==> src/hdl/move_multiple_register_sequencer_defines.svh <==
// Assertion macros for the move-multiple sequencer.
`ifndef MOVE_MULTIPLE_REGISTER_SEQUENCER_DEFINES_SVH
`define MOVE_MULTIPLE_REGISTER_SEQUENCER_DEFINES_SVH
`ifndef SYNTHESIS
// Checks that cons holds in the same cycle whenever ante holds.
`define MMRS_ASSERT_IMP(lbl, clk, rst, ante, cons) \
   lbl: assert property (@(posedge clk) disable iff (rst) (ante) |-> (cons)) \
      else $error("assertion failed");
// Checks that cons holds in the cycle after ante holds.
`define MMRS_ASSERT_NEXT(lbl, clk, rst, ante, cons) \
   lbl: assert property (@(posedge clk) disable iff (rst) (ante) |=> (cons)) \
      else $error("assertion failed");
`else
`define MMRS_ASSERT_IMP(lbl, clk, rst, ante, cons)
`define MMRS_ASSERT_NEXT(lbl, clk, rst, ante, cons)
`endif
`endif

==> src/hdl/mmrs_pkg.sv <==
// Types and constants shared by the move-multiple sequencer files.
package mmrs_pkg;

   typedef enum logic [1:0] {
      ST_OK      = 2'd0,
      ST_ILLEGAL = 2'd1,
      ST_UNIMPL  = 2'd2
   } status_type;

   typedef enum logic [1:0] {
      SEQ_IDLE,
      SEQ_PCINC,
      SEQ_SCAN
   } seq_state_type;

   localparam logic [2:0] MODE_ADDR_IND = 3'd2;
   localparam logic [2:0] MODE_POSTINC  = 3'd3;
   localparam logic [2:0] MODE_PREDEC   = 3'd4;
   localparam logic [2:0] MODE_DISP     = 3'd5;
   localparam logic [2:0] MODE_INDEX    = 3'd6;
   localparam logic [2:0] MODE_EXT      = 3'd7;

   // Extended-mode subcodes up to this one are real but not implemented.
   localparam logic [2:0] EXT_LAST_UNIMPL = 3'd3;

   localparam logic [31:0] LONG_STEP_UP   = 32'd4;
   localparam logic [31:0] LONG_STEP_DOWN = 32'hFFFF_FFFC;
   localparam logic [31:0] EXT_WORD_SIZE  = 32'd2;

endpackage

==> src/hdl/mmrs_req_if.sv <==
// Input channel carrying one move-multiple instruction per transfer.
interface mmrs_req_if;
   logic        valid;
   logic        ready;
   logic        kind;
   logic [2:0]  ea_mode;
   logic [2:0]  reg_field;
   logic [15:0] reg_list;
   logic [31:0] base_address;
   logic [31:0] pc_in;

   modport source (output valid, kind, ea_mode, reg_field, reg_list, base_address, pc_in,
                   input ready);
   modport sink (input valid, kind, ea_mode, reg_field, reg_list, base_address, pc_in,
                 output ready);
endinterface

==> src/hdl/mmrs_rsp_if.sv <==
// Result channel carrying one memory access or status item per transfer.
interface mmrs_rsp_if;
   logic        valid;
   logic        ready;
   logic        access_valid;
   logic        is_store;
   logic [31:0] access_address;
   logic [3:0]  reg_index;
   logic [31:0] new_base;
   logic [31:0] next_pc;
   logic [1:0]  status;
   logic        last;

   modport source (output valid, access_valid, is_store, access_address, reg_index,
                   new_base, next_pc, status, last, input ready);
   modport sink (input valid, access_valid, is_store, access_address, reg_index,
                 new_base, next_pc, status, last, output ready);
endinterface

==> src/hdl/move_multiple_register_sequencer.sv <==
// Long-word move-multiple sequencer: expands a register mask into memory accesses.
//
// The req channel takes one instruction: direction, addressing mode, register
// field, 16-bit register mask, base register value and pc. The rsp channel
// returns one transfer per set mask bit, each with its byte address and
// register index; the final transfer is marked last and carries the updated
// base and pc+2. A bad direction or mode, or an empty mask, gives a single status transfer.
//
// Sequence: after a request transfer, the PCINC state computes pc+2 on the shared
// 32-bit adder, then the mask is scanned one bit per cycle, starting with
// bit 0, and the same adder steps the address. The scan stops at the highest
// set bit, whose result is marked last; a new request is taken only once the
// sequencer is back in idle.
// req.ready is high only while no instruction is in progress.
// The result register holds one item; when the receiver stalls, the scan
// waits on set bits until the register frees up, and no item is dropped.
// A synchronous reset returns the sequencer to idle and empties the result
// register.
`include "move_multiple_register_sequencer_defines.svh"

module move_multiple_register_sequencer (
   input  logic           clock,
   input  logic           reset,
   mmrs_req_if.sink       req_ch,
   mmrs_rsp_if.source     rsp_ch
);

   mmrs_pkg::seq_state_type state_ff, state_in;
   mmrs_pkg::status_type    status_ff, status_in, decode_status;
   logic        store_ff, store_in;
   logic [15:0] mask_ff, mask_in;
   logic [3:0]  bit_ff, bit_in;
   logic [31:0] addr_ff, addr_in;
   logic [31:0] pc_ff, pc_in;

   logic        out_valid_ff, out_valid_in;
   logic        out_access_ff, out_access_in;
   logic        out_store_ff, out_store_in;
   logic [31:0] out_addr_ff, out_addr_in;
   logic [3:0]  out_reg_ff, out_reg_in;
   logic [31:0] out_base_ff, out_base_in;
   logic [31:0] out_pc_ff, out_pc_in;
   mmrs_pkg::status_type out_status_ff, out_status_in;
   logic        out_last_ff, out_last_in;

   logic        accept;
   logic        slot_free;
   logic        emit;
   logic        emit_last;
   logic [31:0] add_a, add_b, add_sum;

   assign accept    = req_ch.valid && req_ch.ready;
   assign slot_free = !out_valid_ff || rsp_ch.ready;

   // Mode and direction check for the incoming instruction.
   always_comb begin
      priority if (req_ch.ea_mode == mmrs_pkg::MODE_PREDEC) begin
         decode_status = !req_ch.kind ? mmrs_pkg::ST_OK : mmrs_pkg::ST_ILLEGAL;
      end else if (req_ch.ea_mode == mmrs_pkg::MODE_POSTINC) begin
         decode_status = req_ch.kind ? mmrs_pkg::ST_OK : mmrs_pkg::ST_ILLEGAL;
      end else if (req_ch.ea_mode == mmrs_pkg::MODE_ADDR_IND
                   || req_ch.ea_mode == mmrs_pkg::MODE_DISP
                   || req_ch.ea_mode == mmrs_pkg::MODE_INDEX) begin
         decode_status = mmrs_pkg::ST_UNIMPL;
      end else if (req_ch.ea_mode == mmrs_pkg::MODE_EXT) begin
         decode_status = (req_ch.reg_field <= mmrs_pkg::EXT_LAST_UNIMPL)
                         ? mmrs_pkg::ST_UNIMPL : mmrs_pkg::ST_ILLEGAL;
      end else begin
         decode_status = mmrs_pkg::ST_ILLEGAL;
      end
   end

   // The single shared adder: pc+2 in the first step, address steps after that.
   always_comb begin
      if (state_ff == mmrs_pkg::SEQ_PCINC) begin
         add_a = pc_ff;
         add_b = mmrs_pkg::EXT_WORD_SIZE;
      end else begin
         add_a = addr_ff;
         add_b = store_ff ? mmrs_pkg::LONG_STEP_DOWN : mmrs_pkg::LONG_STEP_UP;
      end
   end
   assign add_sum = add_a + add_b;

   always_comb begin
      state_in      = state_ff;
      status_in     = status_ff;
      store_in      = store_ff;
      mask_in       = mask_ff;
      bit_in        = bit_ff;
      addr_in       = addr_ff;
      pc_in         = pc_ff;
      out_valid_in  = out_valid_ff && !rsp_ch.ready;
      out_access_in = out_access_ff;
      out_store_in  = out_store_ff;
      out_addr_in   = out_addr_ff;
      out_reg_in    = out_reg_ff;
      out_base_in   = out_base_ff;
      out_pc_in     = out_pc_ff;
      out_status_in = out_status_ff;
      out_last_in   = out_last_ff;
      emit          = 1'b0;
      emit_last     = 1'b0;

      unique case (state_ff)
         mmrs_pkg::SEQ_IDLE: begin
            if (accept) begin
               status_in  = decode_status;
               store_in   = !req_ch.kind;
               mask_in    = req_ch.reg_list;
               bit_in     = '0;
               addr_in    = req_ch.base_address;
               pc_in      = req_ch.pc_in;
               state_in   = mmrs_pkg::SEQ_PCINC;
            end
         end
         mmrs_pkg::SEQ_PCINC: begin
            pc_in      = add_sum;
            state_in   = mmrs_pkg::SEQ_SCAN;
         end
         mmrs_pkg::SEQ_SCAN: begin
            if (status_ff != mmrs_pkg::ST_OK || mask_ff == '0) begin
               // Single closing item: an error, or an empty register list.
               if (slot_free) begin
                  emit          = 1'b1;
                  emit_last     = 1'b1;
                  out_access_in = 1'b0;
                  out_addr_in   = '0;
                  out_reg_in    = '0;
                  out_base_in   = (status_ff == mmrs_pkg::ST_OK) ? addr_ff : '0;
                  out_pc_in     = (status_ff == mmrs_pkg::ST_OK) ? pc_ff : '0;
               end
            end else if (mask_ff[0]) begin
               if (slot_free) begin
                  emit          = 1'b1;
                  emit_last     = (mask_ff[15:1] == '0);
                  out_access_in = 1'b1;
                  out_addr_in   = store_ff ? add_sum : addr_ff;
                  out_reg_in    = store_ff ? ~bit_ff : bit_ff;
                  out_base_in   = emit_last ? add_sum : '0;
                  out_pc_in     = emit_last ? pc_ff : '0;
                  addr_in       = add_sum;
                  mask_in       = mask_ff >> 1;
                  bit_in        = bit_ff + 4'd1;
               end
            end else begin
               mask_in = mask_ff >> 1;
               bit_in  = bit_ff + 4'd1;
            end
            if (emit) begin
               out_valid_in  = 1'b1;
               out_store_in  = store_ff;
               out_status_in = status_ff;
               out_last_in   = emit_last;
               if (emit_last) begin
                  state_in = mmrs_pkg::SEQ_IDLE;
               end
            end
         end
         default: begin
            state_in = mmrs_pkg::SEQ_IDLE;
         end
      endcase
   end

   always_ff @(posedge clock) begin
      if (reset) begin
         state_ff     <= mmrs_pkg::SEQ_IDLE;
         out_valid_ff <= 1'b0;
      end else begin
         state_ff     <= state_in;
         out_valid_ff <= out_valid_in;
      end
   end

   always_ff @(posedge clock) begin
      status_ff     <= status_in;
      store_ff      <= store_in;
      mask_ff       <= mask_in;
      bit_ff        <= bit_in;
      addr_ff       <= addr_in;
      pc_ff         <= pc_in;
      out_access_ff <= out_access_in;
      out_store_ff  <= out_store_in;
      out_addr_ff   <= out_addr_in;
      out_reg_ff    <= out_reg_in;
      out_base_ff   <= out_base_in;
      out_pc_ff     <= out_pc_in;
      out_status_ff <= out_status_in;
      out_last_ff   <= out_last_in;
   end

   assign req_ch.ready          = (state_ff == mmrs_pkg::SEQ_IDLE);
   assign rsp_ch.valid          = out_valid_ff;
   assign rsp_ch.access_valid   = out_access_ff;
   assign rsp_ch.is_store       = out_store_ff;
   assign rsp_ch.access_address = out_addr_ff;
   assign rsp_ch.reg_index      = out_reg_ff;
   assign rsp_ch.new_base       = out_base_ff;
   assign rsp_ch.next_pc        = out_pc_ff;
   assign rsp_ch.status         = out_status_ff;
   assign rsp_ch.last           = out_last_ff;

   `MMRS_ASSERT_NEXT(a_busy_after_accept, clock, reset, accept, !req_ch.ready)
   `MMRS_ASSERT_IMP(a_error_is_single, clock, reset,
      out_valid_ff && out_status_ff != mmrs_pkg::ST_OK, out_last_ff && !out_access_ff)
   `MMRS_ASSERT_NEXT(a_idle_after_last, clock, reset, emit && emit_last,
      state_ff == mmrs_pkg::SEQ_IDLE)
   `MMRS_ASSERT_IMP(a_no_emit_over_held, clock, reset, emit, slot_free)

endmodule

==> src/flat_wrapper.sv <==
// flat-port wrapper written by rule: the top's interface ports become plain ports
module move_multiple_register_sequencer_flat 
  (clock, reset, req_ch_valid, req_ch_kind, req_ch_ea_mode, req_ch_reg_field, req_ch_reg_list, req_ch_base_address, req_ch_pc_in, req_ch_ready, rsp_ch_valid, rsp_ch_access_valid, rsp_ch_is_store, rsp_ch_access_address, rsp_ch_reg_index, rsp_ch_new_base, rsp_ch_next_pc, rsp_ch_status, rsp_ch_last, rsp_ch_ready);
  mmrs_req_if req_ch_i ();
  mmrs_rsp_if rsp_ch_i ();
  input  logic clock;
  input  logic reset;
  input wire logic [$bits(req_ch_i.valid)-1:0] req_ch_valid;
  input wire logic [$bits(req_ch_i.kind)-1:0] req_ch_kind;
  input wire logic [$bits(req_ch_i.ea_mode)-1:0] req_ch_ea_mode;
  input wire logic [$bits(req_ch_i.reg_field)-1:0] req_ch_reg_field;
  input wire logic [$bits(req_ch_i.reg_list)-1:0] req_ch_reg_list;
  input wire logic [$bits(req_ch_i.base_address)-1:0] req_ch_base_address;
  input wire logic [$bits(req_ch_i.pc_in)-1:0] req_ch_pc_in;
  output wire logic [$bits(req_ch_i.ready)-1:0] req_ch_ready;
  output wire logic [$bits(rsp_ch_i.valid)-1:0] rsp_ch_valid;
  output wire logic [$bits(rsp_ch_i.access_valid)-1:0] rsp_ch_access_valid;
  output wire logic [$bits(rsp_ch_i.is_store)-1:0] rsp_ch_is_store;
  output wire logic [$bits(rsp_ch_i.access_address)-1:0] rsp_ch_access_address;
  output wire logic [$bits(rsp_ch_i.reg_index)-1:0] rsp_ch_reg_index;
  output wire logic [$bits(rsp_ch_i.new_base)-1:0] rsp_ch_new_base;
  output wire logic [$bits(rsp_ch_i.next_pc)-1:0] rsp_ch_next_pc;
  output wire logic [$bits(rsp_ch_i.status)-1:0] rsp_ch_status;
  output wire logic [$bits(rsp_ch_i.last)-1:0] rsp_ch_last;
  input wire logic [$bits(rsp_ch_i.ready)-1:0] rsp_ch_ready;
  assign req_ch_i.valid = req_ch_valid;
  assign req_ch_i.kind = req_ch_kind;
  assign req_ch_i.ea_mode = req_ch_ea_mode;
  assign req_ch_i.reg_field = req_ch_reg_field;
  assign req_ch_i.reg_list = req_ch_reg_list;
  assign req_ch_i.base_address = req_ch_base_address;
  assign req_ch_i.pc_in = req_ch_pc_in;
  assign req_ch_ready = req_ch_i.ready;
  assign rsp_ch_valid = rsp_ch_i.valid;
  assign rsp_ch_access_valid = rsp_ch_i.access_valid;
  assign rsp_ch_is_store = rsp_ch_i.is_store;
  assign rsp_ch_access_address = rsp_ch_i.access_address;
  assign rsp_ch_reg_index = rsp_ch_i.reg_index;
  assign rsp_ch_new_base = rsp_ch_i.new_base;
  assign rsp_ch_next_pc = rsp_ch_i.next_pc;
  assign rsp_ch_status = rsp_ch_i.status;
  assign rsp_ch_last = rsp_ch_i.last;
  assign rsp_ch_i.ready = rsp_ch_ready;
  move_multiple_register_sequencer u_core (.clock(clock), .reset(reset), .req_ch(req_ch_i), .rsp_ch(rsp_ch_i));
endmodule
==> config.mk <==
export PLATFORM = sky130hd
export DESIGN_NAME = move_multiple_register_sequencer_flat
export DESIGN_NICKNAME = d
export VERILOG_FILES = /design/src/hdl/mmrs_pkg.sv /design/src/hdl/mmrs_req_if.sv /design/src/hdl/mmrs_rsp_if.sv /design/src/hdl/move_multiple_register_sequencer.sv /design/src/flat_wrapper.sv
export VERILOG_INCLUDE_DIRS = /design/src /design/src/hdl
export SDC_FILE = /design/constraint.sdc
export NUM_CORES = 1
export LEC_CHECK = 0
export BUFFER_PORTS_ARGS = -buffer_cell sky130_fd_sc_hd__buf_2
export CORE_MARGIN = 10
export CORE_UTILIZATION = 30
export CTS_CLUSTER_DIAMETER = 100
export DETAILED_ROUTE_END_ITERATION = 10
export PLACE_DENSITY = 0.48
export SLEW_MARGIN = 20
export SYNTH_ARGS = -nofsm -noshare
export SYNTH_HDL_FRONTEND = slang
export SYNTH_SLANG_ARGS = --single-unit
==> constraint.sdc <==
create_clock -name clock -period 11.75 [get_ports clock]
set_input_delay 1.175 -clock clock [delete_from_list [all_inputs] [get_ports clock]]
set_output_delay 1.175 -clock clock [all_outputs]
set_load 0.02 [all_outputs]
Word-level counts from Yosys, hierarchy flattened
Index checks and enable logic that the tools add are counted.
- word-level logic and storage cells: 128
- bits in registers: 195
- bits of input ports: 91
- output and inout port bits: 107
- order comparisons: 1
- add/sub/neg operators: 2
- eq/ne operators: 15
- reductions and logical operators: 25
- bitwise operators: 1
- muxes and demuxes: 67
- operators with widths (kind ; number):
    32-bit 2-to-1 mux ; 25
    32-bit case mux with 2 select lines ; 2
    16-bit 2-to-1 mux ; 4
    4-bit 2-to-1 mux ; 9
    32-bit adder ; 1
    16-bit case mux with 2 select lines ; 1
    16-bit zero test ; 1
    1-bit 2-to-1 mux ; 16
    2-bit 2-to-1 mux ; 8
    15-bit zero test ; 1
    3-bit == test (second input constant) ; 4
    3-bit AND reduction ; 3
    2-bit by 1-bit != test with 1-bit output (second input constant) ; 4
    4-bit case mux with 2 select lines ; 1
    2-bit nonzero test ; 4
    3-bit by 2-bit == test with 1-bit output (second input constant) ; 2
    2-bit case mux with 3 select lines ; 1
    2-bit AND reduction ; 3
    5-bit AND reduction ; 1
    4-bit by 1-bit adder with 4-bit output (second input constant) ; 1
    2-bit zero test ; 2
    1-bit logical OR ; 4
    2-bit != test (second input constant) ; 2
    4-bit inverter ; 1
    other kinds (7) ; 10

Logic depth before layout (Yosys ltp)
Gate-level depths: netlist of the first run.
- depth after elaboration: 9
- mapped depth: 23
- mapped depth without buffers: 15

Least setup slack after synthesis of the first run
No wires, ideal clock.
- path kind: input port to flip-flop
- from: input port rsp_ch_ready
- to: register u_core.out_addr_ff[0], in the netlist u_core.rsp_ch.access_address[0], enable pin
- path slack: 5716 ps
- arrival: 5472 ps
- path buffers: 0
- required time: 11188 ps
- stages: 2
- cell sequence: nor2b_1 nor2_1
- longest elaborated chain between the ends: 2
- ends and longest elaborated chain (element ; RTL line ; source):
    from (decl) ; flat_wrapper.sv:25 ; input wire logic [$bits(rsp_ch_i.ready)-1:0] rsp_ch_ready;
    1-bit logical OR ; move_multiple_register_sequencer.sv:53 ; assign slot_free = !out_valid_ff || rsp_ch.ready;
    3-bit AND reduction (no source line) ; - ;
    to (signal assigned) ; move_multiple_register_sequencer.sv:185 ; out_addr_ff <= out_addr_in;
    to (decl) ; move_multiple_register_sequencer.sv:39 ; logic [31:0] out_addr_ff, out_addr_in;
No other way between the ends.
A chain may end at the register's enable or synchronous reset.

Final worst setup path of the first run
- from: register u_core.state_ff[1]
- to: register u_core.out_addr_ff[31], in the netlist u_core.rsp_ch.access_address[31] (data pin)
- longest elaborated chain between the ends: 7
- elaborated cells between the ends (all ways): 8
- classes of those cells: add/sub: 1; eq/ne: 1; mux: 6
- ends and longest elaborated chain (element ; RTL line ; source):
    from (decl) ; move_multiple_register_sequencer.sv:28 ; mmrs_pkg::seq_state_type state_ff, state_in;
    from (signal assigned) ; move_multiple_register_sequencer.sv:168 ; state_ff <= mmrs_pkg::SEQ_IDLE;
    from (signal assigned) ; move_multiple_register_sequencer.sv:171 ; state_ff <= state_in;
    2-bit by 1-bit == test with 1-bit output (*) ; move_multiple_register_sequencer.sv:75 ; if (state_ff == mmrs_pkg::SEQ_PCINC) begin
    32-bit 2-to-1 mux ; move_multiple_register_sequencer.sv:75 ;
    32-bit adder (*) ; move_multiple_register_sequencer.sv:83 ; assign add_sum = add_a + add_b;
    32-bit 2-to-1 mux (*) ; move_multiple_register_sequencer.sv:138 ; out_addr_in = store_ff ? add_sum : addr_ff;
    32-bit 2-to-1 mux (*) ; move_multiple_register_sequencer.sv:134 ; if (slot_free) begin
    32-bit 2-to-1 mux (*) ; move_multiple_register_sequencer.sv:133 ; end else if (mask_ff[0]) begin
    32-bit 2-to-1 mux (*) ; move_multiple_register_sequencer.sv:122 ; if (status_ff != mmrs_pkg::ST_OK || mask_ff == '0) begin
Every way passes the cells marked *; elsewhere a longest branch is shown, timed or not. The select of a mux whose other input is x is not followed.

==> impl_metrics.py, run 1 <==
metrics = {
    "outcome": {
        "status": "complete, no violations",
    },
    "worst_setup_path": {
        "crit_type": "reg2reg",
        "cp_max_fo": 62,
        "critPathRequiredTime_ns": 12.06,
        "critical_path.startpoint": "u_core.state_ff[1]",
        "end_kind": "flip-flop",
        "startpoint_type": "flip-flop",
        "cp.arrival_ns": 5.52,
        "reg2reg_slack_ns": 6.54,
        "reg2reg_to": "u_core.rsp_ch.access_address[31]",
        "setup.worst_path.end": "u_core.rsp_ch.access_address[31]",
        "worst_r2r_path_depth": 16,
        "crit-reg2reg-launch": "u_core.state_ff[1]",
    },
    "clocking": {
        "clkLatencyLatePin_ns": 0.46,
        "cts_tree": "built",
        "clockRootBuffer": "clkbuf_16",
        "htreeDepth": 4,
        "cts.sink_count": 195,
        "clk_path_buf_depth": 2,
        "numCtsBuffers": 17,
        "post_cts_buffers": 0,
        "cts_resized": 0,
        "clkTransAtPathRegs_ns": 0.08,
        "cts_hold_buffers": 0,
    },
    "timing": {
        "fmax_ghz": 0.192,
        "maxSlewViolCount": 0,
        "grt_setup_unrepaired": "false",
        "skew_ns": 0.0147,
        "slew_headroom_pct": 28.7,
        "hold_viol": 0,
        "fin_setup_tns_ns": 0,
        "fin_ws_ns": 6.54,
        "tightest_slew_ns": 1.07,
        "min_period_ns": 5.21,
        "min_period_over_period_pct": 44.4,
        "setup_violations": 0,
    },
    "logic_synthesis": {
        "seq_area_frac_synth_pct": 55.9,
        "yosysTopAreaCell": "edfxtp_1",
        "synthesis.area_sq_um": 10400,
        "yosysMostFrequentCell": "edfxtp_1",
        "yosys-top-cells-count": "192 x edfxtp_1, 164 x nand2_1, 106 x nor2_1",
        "ys.flop_type": "edfxtp_1",
        "ys_async_sr_fraction_pct": 0,
        "syn_inst": 992,
        "yosysWarnings": 0,
        "synth_edf_count": 192,
        "synth_cell_type_count": 60,
        "syn-mean-instance-area_sq_um": 10.5,
        "synth_fp_nets": 1103,
        "yosys-top-cells-area": "edfxtp_1 55%, nand2_1 5.9%, xnor2_1 4.1%",
        "yosys.area.top_type_share_pct": 55.4,
        "ys_ff_latch": 195,
    },
    "die": {
        "die_area_sq_um": 42600,
        "die_x_microns": 206,
        "fp.coreArea_sq_um": 34400,
        "dieHeight_microns": 206,
        "row_count": 68,
        "start_util_pct": 30.3,
        "ioPinCount": 198,
    },
    "pwr": {
        "power.leakage_nw": 4.75,
        "power.density_nw_per_um2": 150,
        "p_total_mw": 1.87,
        "ir_drop_mv": 0.0992,
    },
    "global_routing": {
        "grt_pass1_vias": 7992,
        "grt_max_degree": 63,
        "grt.overflow.total": 0,
        "grt_pass1_wl_mm": 48.2,
        "grtUsageTotal_pct": 15.1,
        "antenna_found_initial": 4,
    },
    "route": {
        "vias_per_cell": 4.83,
        "ant_nets": 0,
        "drtPass1Iterations": 5,
        "drt_iter0_markers": 438,
        "dr_total_vias": 7847,
        "wl_per_cell_microns": 19.8,
        "wirelength_mm": 32.2,
        "drc": 0,
    },
    "layout": {
        "final_util_pct": 36.2,
        "ff_latch_area_sq_um": 5830,
        "nets": 1268,
        "drive_above_1_share_pct": 23.6,
        "multiInputGateArea_sq_um": 4340,
        "instances_no_fill": 1625,
        "n_antenna_cell": 0,
        "fillers": 3533,
        "syn2layout_area_growth_pct": 19.5,
    },
    "job": {
        "maxCapViolations": 0,
    },
    "placed_design": {
        "dp.final_hpwl_mm": 22.0,
        "dp_worst_setup_slack_ns": 6.50,
        "place.gp.congestion": 0.764,
        "portBuffers": 195,
        "dp.cells": 1593,
    },
    "min_path": {
        "hp-class": "reg2reg",
    },
}
==> sequential cells by signal, summed over array words and instances (netlist names), 4 cells and up <==
signal / cells
u_core.pc_ff: 32
u_core.addr_ff: 32
u_core.rsp_ch.next_pc: 32
u_core.rsp_ch.new_base: 32
u_core.mask_ff: 16
u_core.rsp_ch.reg_index: 4
u_core.bit_ff: 4
u_core.rsp_ch.access_address: 32
==> cells in the final DEF, fill, tap and decap left out, drive strengths merged, types with 10 or more instances in the layout <==
master / count
buf: 208
edfxtp: 192
nand2: 165
nor2: 106
o21ai: 82
a21oi: 66
xnor2: 49
mux2i: 36
and2: 35
inv: 22
ha: 20
clkbuf: 17
xor2: 16
a22o: 15
a211oi: 12
a31oi: 12
nand3: 10
==> critical path, stage by stage, from the launching register on <==
cell	delay [ns]
dfxtp_1	0.61
nand2b_4	0.56
buf_4	0.63
nand2_1	0.11
nand2_1	0.10
ha_1	0.31
a21oi_1	0.17
nand2b_1	0.12
o211ai_1	0.15
a21oi_2	0.37
o31ai_4	0.15
a21oi_2	0.69
o21a_1	0.32
o22ai_1	0.12
xnor2_1	0.32
mux2i_1	0.15
nor2_1	0.12
==> worst min path at each step <==
| stage | startpoint | end | slack, ns | cells past startpoint |
|---|---|---|---|---|
| after floorplan | u_core.store_ff | u_core.rsp_ch.is_store | 0.42 | 0 |
| after global placement | u_core.rsp_ch.valid | u_core.rsp_ch.valid | 0.51 | 2 |
| after detailed placement | u_core.status_ff[0] | u_core.rsp_ch.status[0] | 0.52 | 0 |
| after CTS | u_core.status_ff[0] | u_core.rsp_ch.status[0] | 0.53 | 0 |
| after global routing | u_core.status_ff[0] | u_core.rsp_ch.status[0] | 0.55 | 0 |
| final | u_core.status_ff[0] | u_core.rsp_ch.status[0] | 0.53 | 0 |
==> through the flow <==
stage / instance area [sq um] / hold slack [ns]
floorplan: 10400 / 0.421
global placement: 11900 / 0.508
detailed placement: 11900 / 0.515
CTS: 12400 / 0.529
global route: 12400 / 0.555
finish: 12400 / 0.532
==> where the power goes <==
part | internal, mW | switching [mW] | total (mW)
clock | 0.298 | 0.287 | 0.586
sequential | 0.823 | 0.0342 | 0.857
combinational | 0.159 | 0.270 | 0.429
==> metal layers <==
layer	global-route usage, %	share of wire (%)	up-vias
li1	-	-	3854
met1	19.6	47	3794
met4	4.38	1.4	8
met3	4.09	5.5	30
met5	0	0.13	-
met2	24.0	46	161
==> cell type report <==
cell class                 instances  area share (%)
tap                              455            4.57
clock buffer                      17            3.42
inverter                          17           0.513
sequential                       195            46.8
timing repair buffer             208            8.62
clock inverter                    15            1.19
multi-input combinational        718            34.9
==> cell families after synthesis <==
group / count (synthesis) / share of synthesized area (%)
AO/OA/AOI/OAI: 231 / 14.0
flip-flops: 195 / 55.9
buffers and inverters: 79 / 3.05
XOR/XNOR: 65 / 5.47
adder cells (fa/ha/maj): 21 / 2.50
AND/OR/NAND/NOR: 359 / 15.0
multiplexers: 42 / 4.11
(Power assumes the default switching activity.)
==> run 2: changes to the inputs <==
- clock period: 11.75 -> 5.3 ns (I/O delays scaled with it)
==> run 2 against run 1 <==
  * Critical path depth is the same
  * Register-to-register slack got worse by 5.4 ns
  * Utilization rose by 0.27 points
  * Sequential power rose by 120%
  * Via count increased by 0.22%
  * Worst setup slack worse by 5.4 ns
==> impl_metrics.py, run 2 (same netlist as run 1, synthesis figures left out) <==
metrics = {
    "pwr": {
        "ir_drop_mv": 0.232,
        "power.leakage_nw": 4.78,
        "power.density_nw_per_um2": 332,
    },
    "route": {
        "drc": 0,
        "vias_per_cell": 4.82,
        "highest_layer": "met5",
        "wirelength_mm": 32.2,
        "wl_met1_mm": 14.7,
        "ant_nets": 0,
        "drtPass1Iterations": 4,
        "wl_per_cell_microns": 19.7,
        "dr_total_vias": 7864,
        "drt_iter0_markers": 414,
        "dr_wl_met3_mm": 2.14,
        "dr_wl_met2_mm": 14.9,
    },
    "die": {
        "die_area_sq_um": 42600,
        "ioPinCount": 198,
        "start_util_pct": 30.3,
        "dieHeight_microns": 206,
        "row_count": 68,
        "die_x_microns": 206,
        "fp.coreArea_sq_um": 34400,
    },
    "layout": {
        "layout_commonest_cell": "buf_2",
        "final_cell_mix": "195 x buf_2, 192 x edfxtp_1, 163 x nand2_1",
        "drive_above_1_share_pct": 24.1,
        "nets": 1274,
        "syn2layout_area_growth_pct": 20.4,
    },
    "timing": {
        "min_period_ns": 4.20,
        "fin_hold_ws_ns": 0.276,
        "tightest_slew_ns": 1.04,
        "fmax_ghz": 0.238,
        "maxSlewViolCount": 0,
        "skew_ns": 0.0130,
        "min_period_over_period_pct": 79.3,
        "grt_setup_unrepaired": "false",
        "fin_setup_tns_ns": 0,
        "slew_headroom_pct": 30.3,
        "hold_viol": 0,
        "setup_violations": 0,
    },
    "placed_design": {
        "place.gp.congestion": 0.807,
        "portBuffers": 195,
        "dp.final_hpwl_mm": 22.3,
    },
    "global_routing": {
        "grt.overflow.total": 0,
        "grtUsageTotal_pct": 15.0,
        "grt_pass1_wl_mm": 47.9,
        "grt_max_degree": 78,
        "grt_pass1_vias": 7958,
        "antenna_found_initial": 5,
    },
    "worst_setup_path": {
        "cp_max_fo": 19,
        "cp_cell_sequence": "nor2b_4, buf_4, nand2_1, nand2_1, ha_1, a21o_1, a21o_1, maj3_1, nand2_1, nand2_1, a21oi_2, o21bai_1, a41oi_1, xnor2_1, o21a_1, nor2_1",
        "cpPeakStageDelay_ns": 0.58,
        "startpoint_type": "flip-flop",
        "crit_top_cell": "nand2_1",
        "critPathRequiredTime_ns": 5.49,
        "crit_type": "reg2reg",
        "cp.arrival_ns": 4.40,
        "worst_r2r_path_depth": 16,
        "slowest_stage": "dfxtp_1",
        "end_kind": "flip-flop",
    },
    "clocking": {
        "htreeDepth": 4,
        "cts.sink_count": 195,
        "cts_hold_buffers": 0,
        "clkTransAtPathRegs_ns": 0.08,
        "numCtsBuffers": 17,
        "cts_tree": "built",
        "post_cts_buffers": 0,
        "clockRootBuffer": "clkbuf_16",
        "cts_resized": 0,
        "clkLatencyLatePin_ns": 0.46,
        "clk_path_buf_depth": 2,
    },
    "outcome": {
        "status": "complete, no violations",
    },
    "min_path": {
        "hp-class": "in2reg",
        "holdPathStages": 2,
    },
    "job": {
        "maxCapViolations": 0,
    },
}
[run 2: worst max-delay path, delay by kind of cell (launching register included)]
kind | cells | cell delay (ns)
xor gates and xnor gates | 1 | 0.24
buffers and inverters | 1 | 0.31
DFF | 1 | 0.58
adders and majority gates | 2 | 0.62
AOI/OAI and AO/OA | 6 | 1.32
and+or+nand+nor | 6 | 0.83
[run 2: metal layers]
layer / vias up / global-route usage, %
li1: 3881 / -
met1: 3765 / 19.2
met2: 182 / 24.0
met3: 28 / 4.61
met4: 8 / 4.22
met5: - / 0
[run 2: per-stage QoR]
stage	std cells	power (mW)	util, %	setup WS [ns]	instance area, sq um
3_3_place_gp	1598	2.89	34.7	1.05	11900
4_1_cts	1630	4.23	36.4	1.03	12500
5_1_grt	1631	4.39	36.5	0.731	12500
3_5_place_dp	1598	2.90	34.8	1.06	11900
2_1_floorplan	992	2.61	-	0.937	10400
6_report	1632	4.17	36.5	1.10	12500
[run 2: area by class of cell]
type / count / area (sq um)
Fill cell: 3502 / 21800
Sequential cell: 195 / 5830
Multi-Input combinational cell: 718 / 4340
Timing Repair Buffer: 214 / 1160
Tap cell: 455 / 569
Clock buffer: 17 / 425
Clock inverter: 15 / 148
Inverter: 17 / 63.8
Antenna cell: 1 / 2.50
[run 2: final timing paths]
path,startpoint,end,slack [ns]
hold reg to reg,u_core.rsp_ch.valid,u_core.rsp_ch.valid,0.52
setup reg to reg,u_core.state_ff[0],u_core.rsp_ch.new_base[25],1.10
setup / recovery,u_core.state_ff[0],u_core.rsp_ch.new_base[25],1.10
hold / removal,reset,u_core.state_ff[1],0.28
[run 2: power by group]
| part | internal [mW] | switching (mW) | total, mW |
|---|---|---|---|
| sequential | 1.82 | 0.0746 | 1.90 |
| clock | 0.662 | 0.651 | 1.31 |
| combinational | 0.361 | 0.595 | 0.957 |
| total | 2.85 | 1.32 | 4.17 |
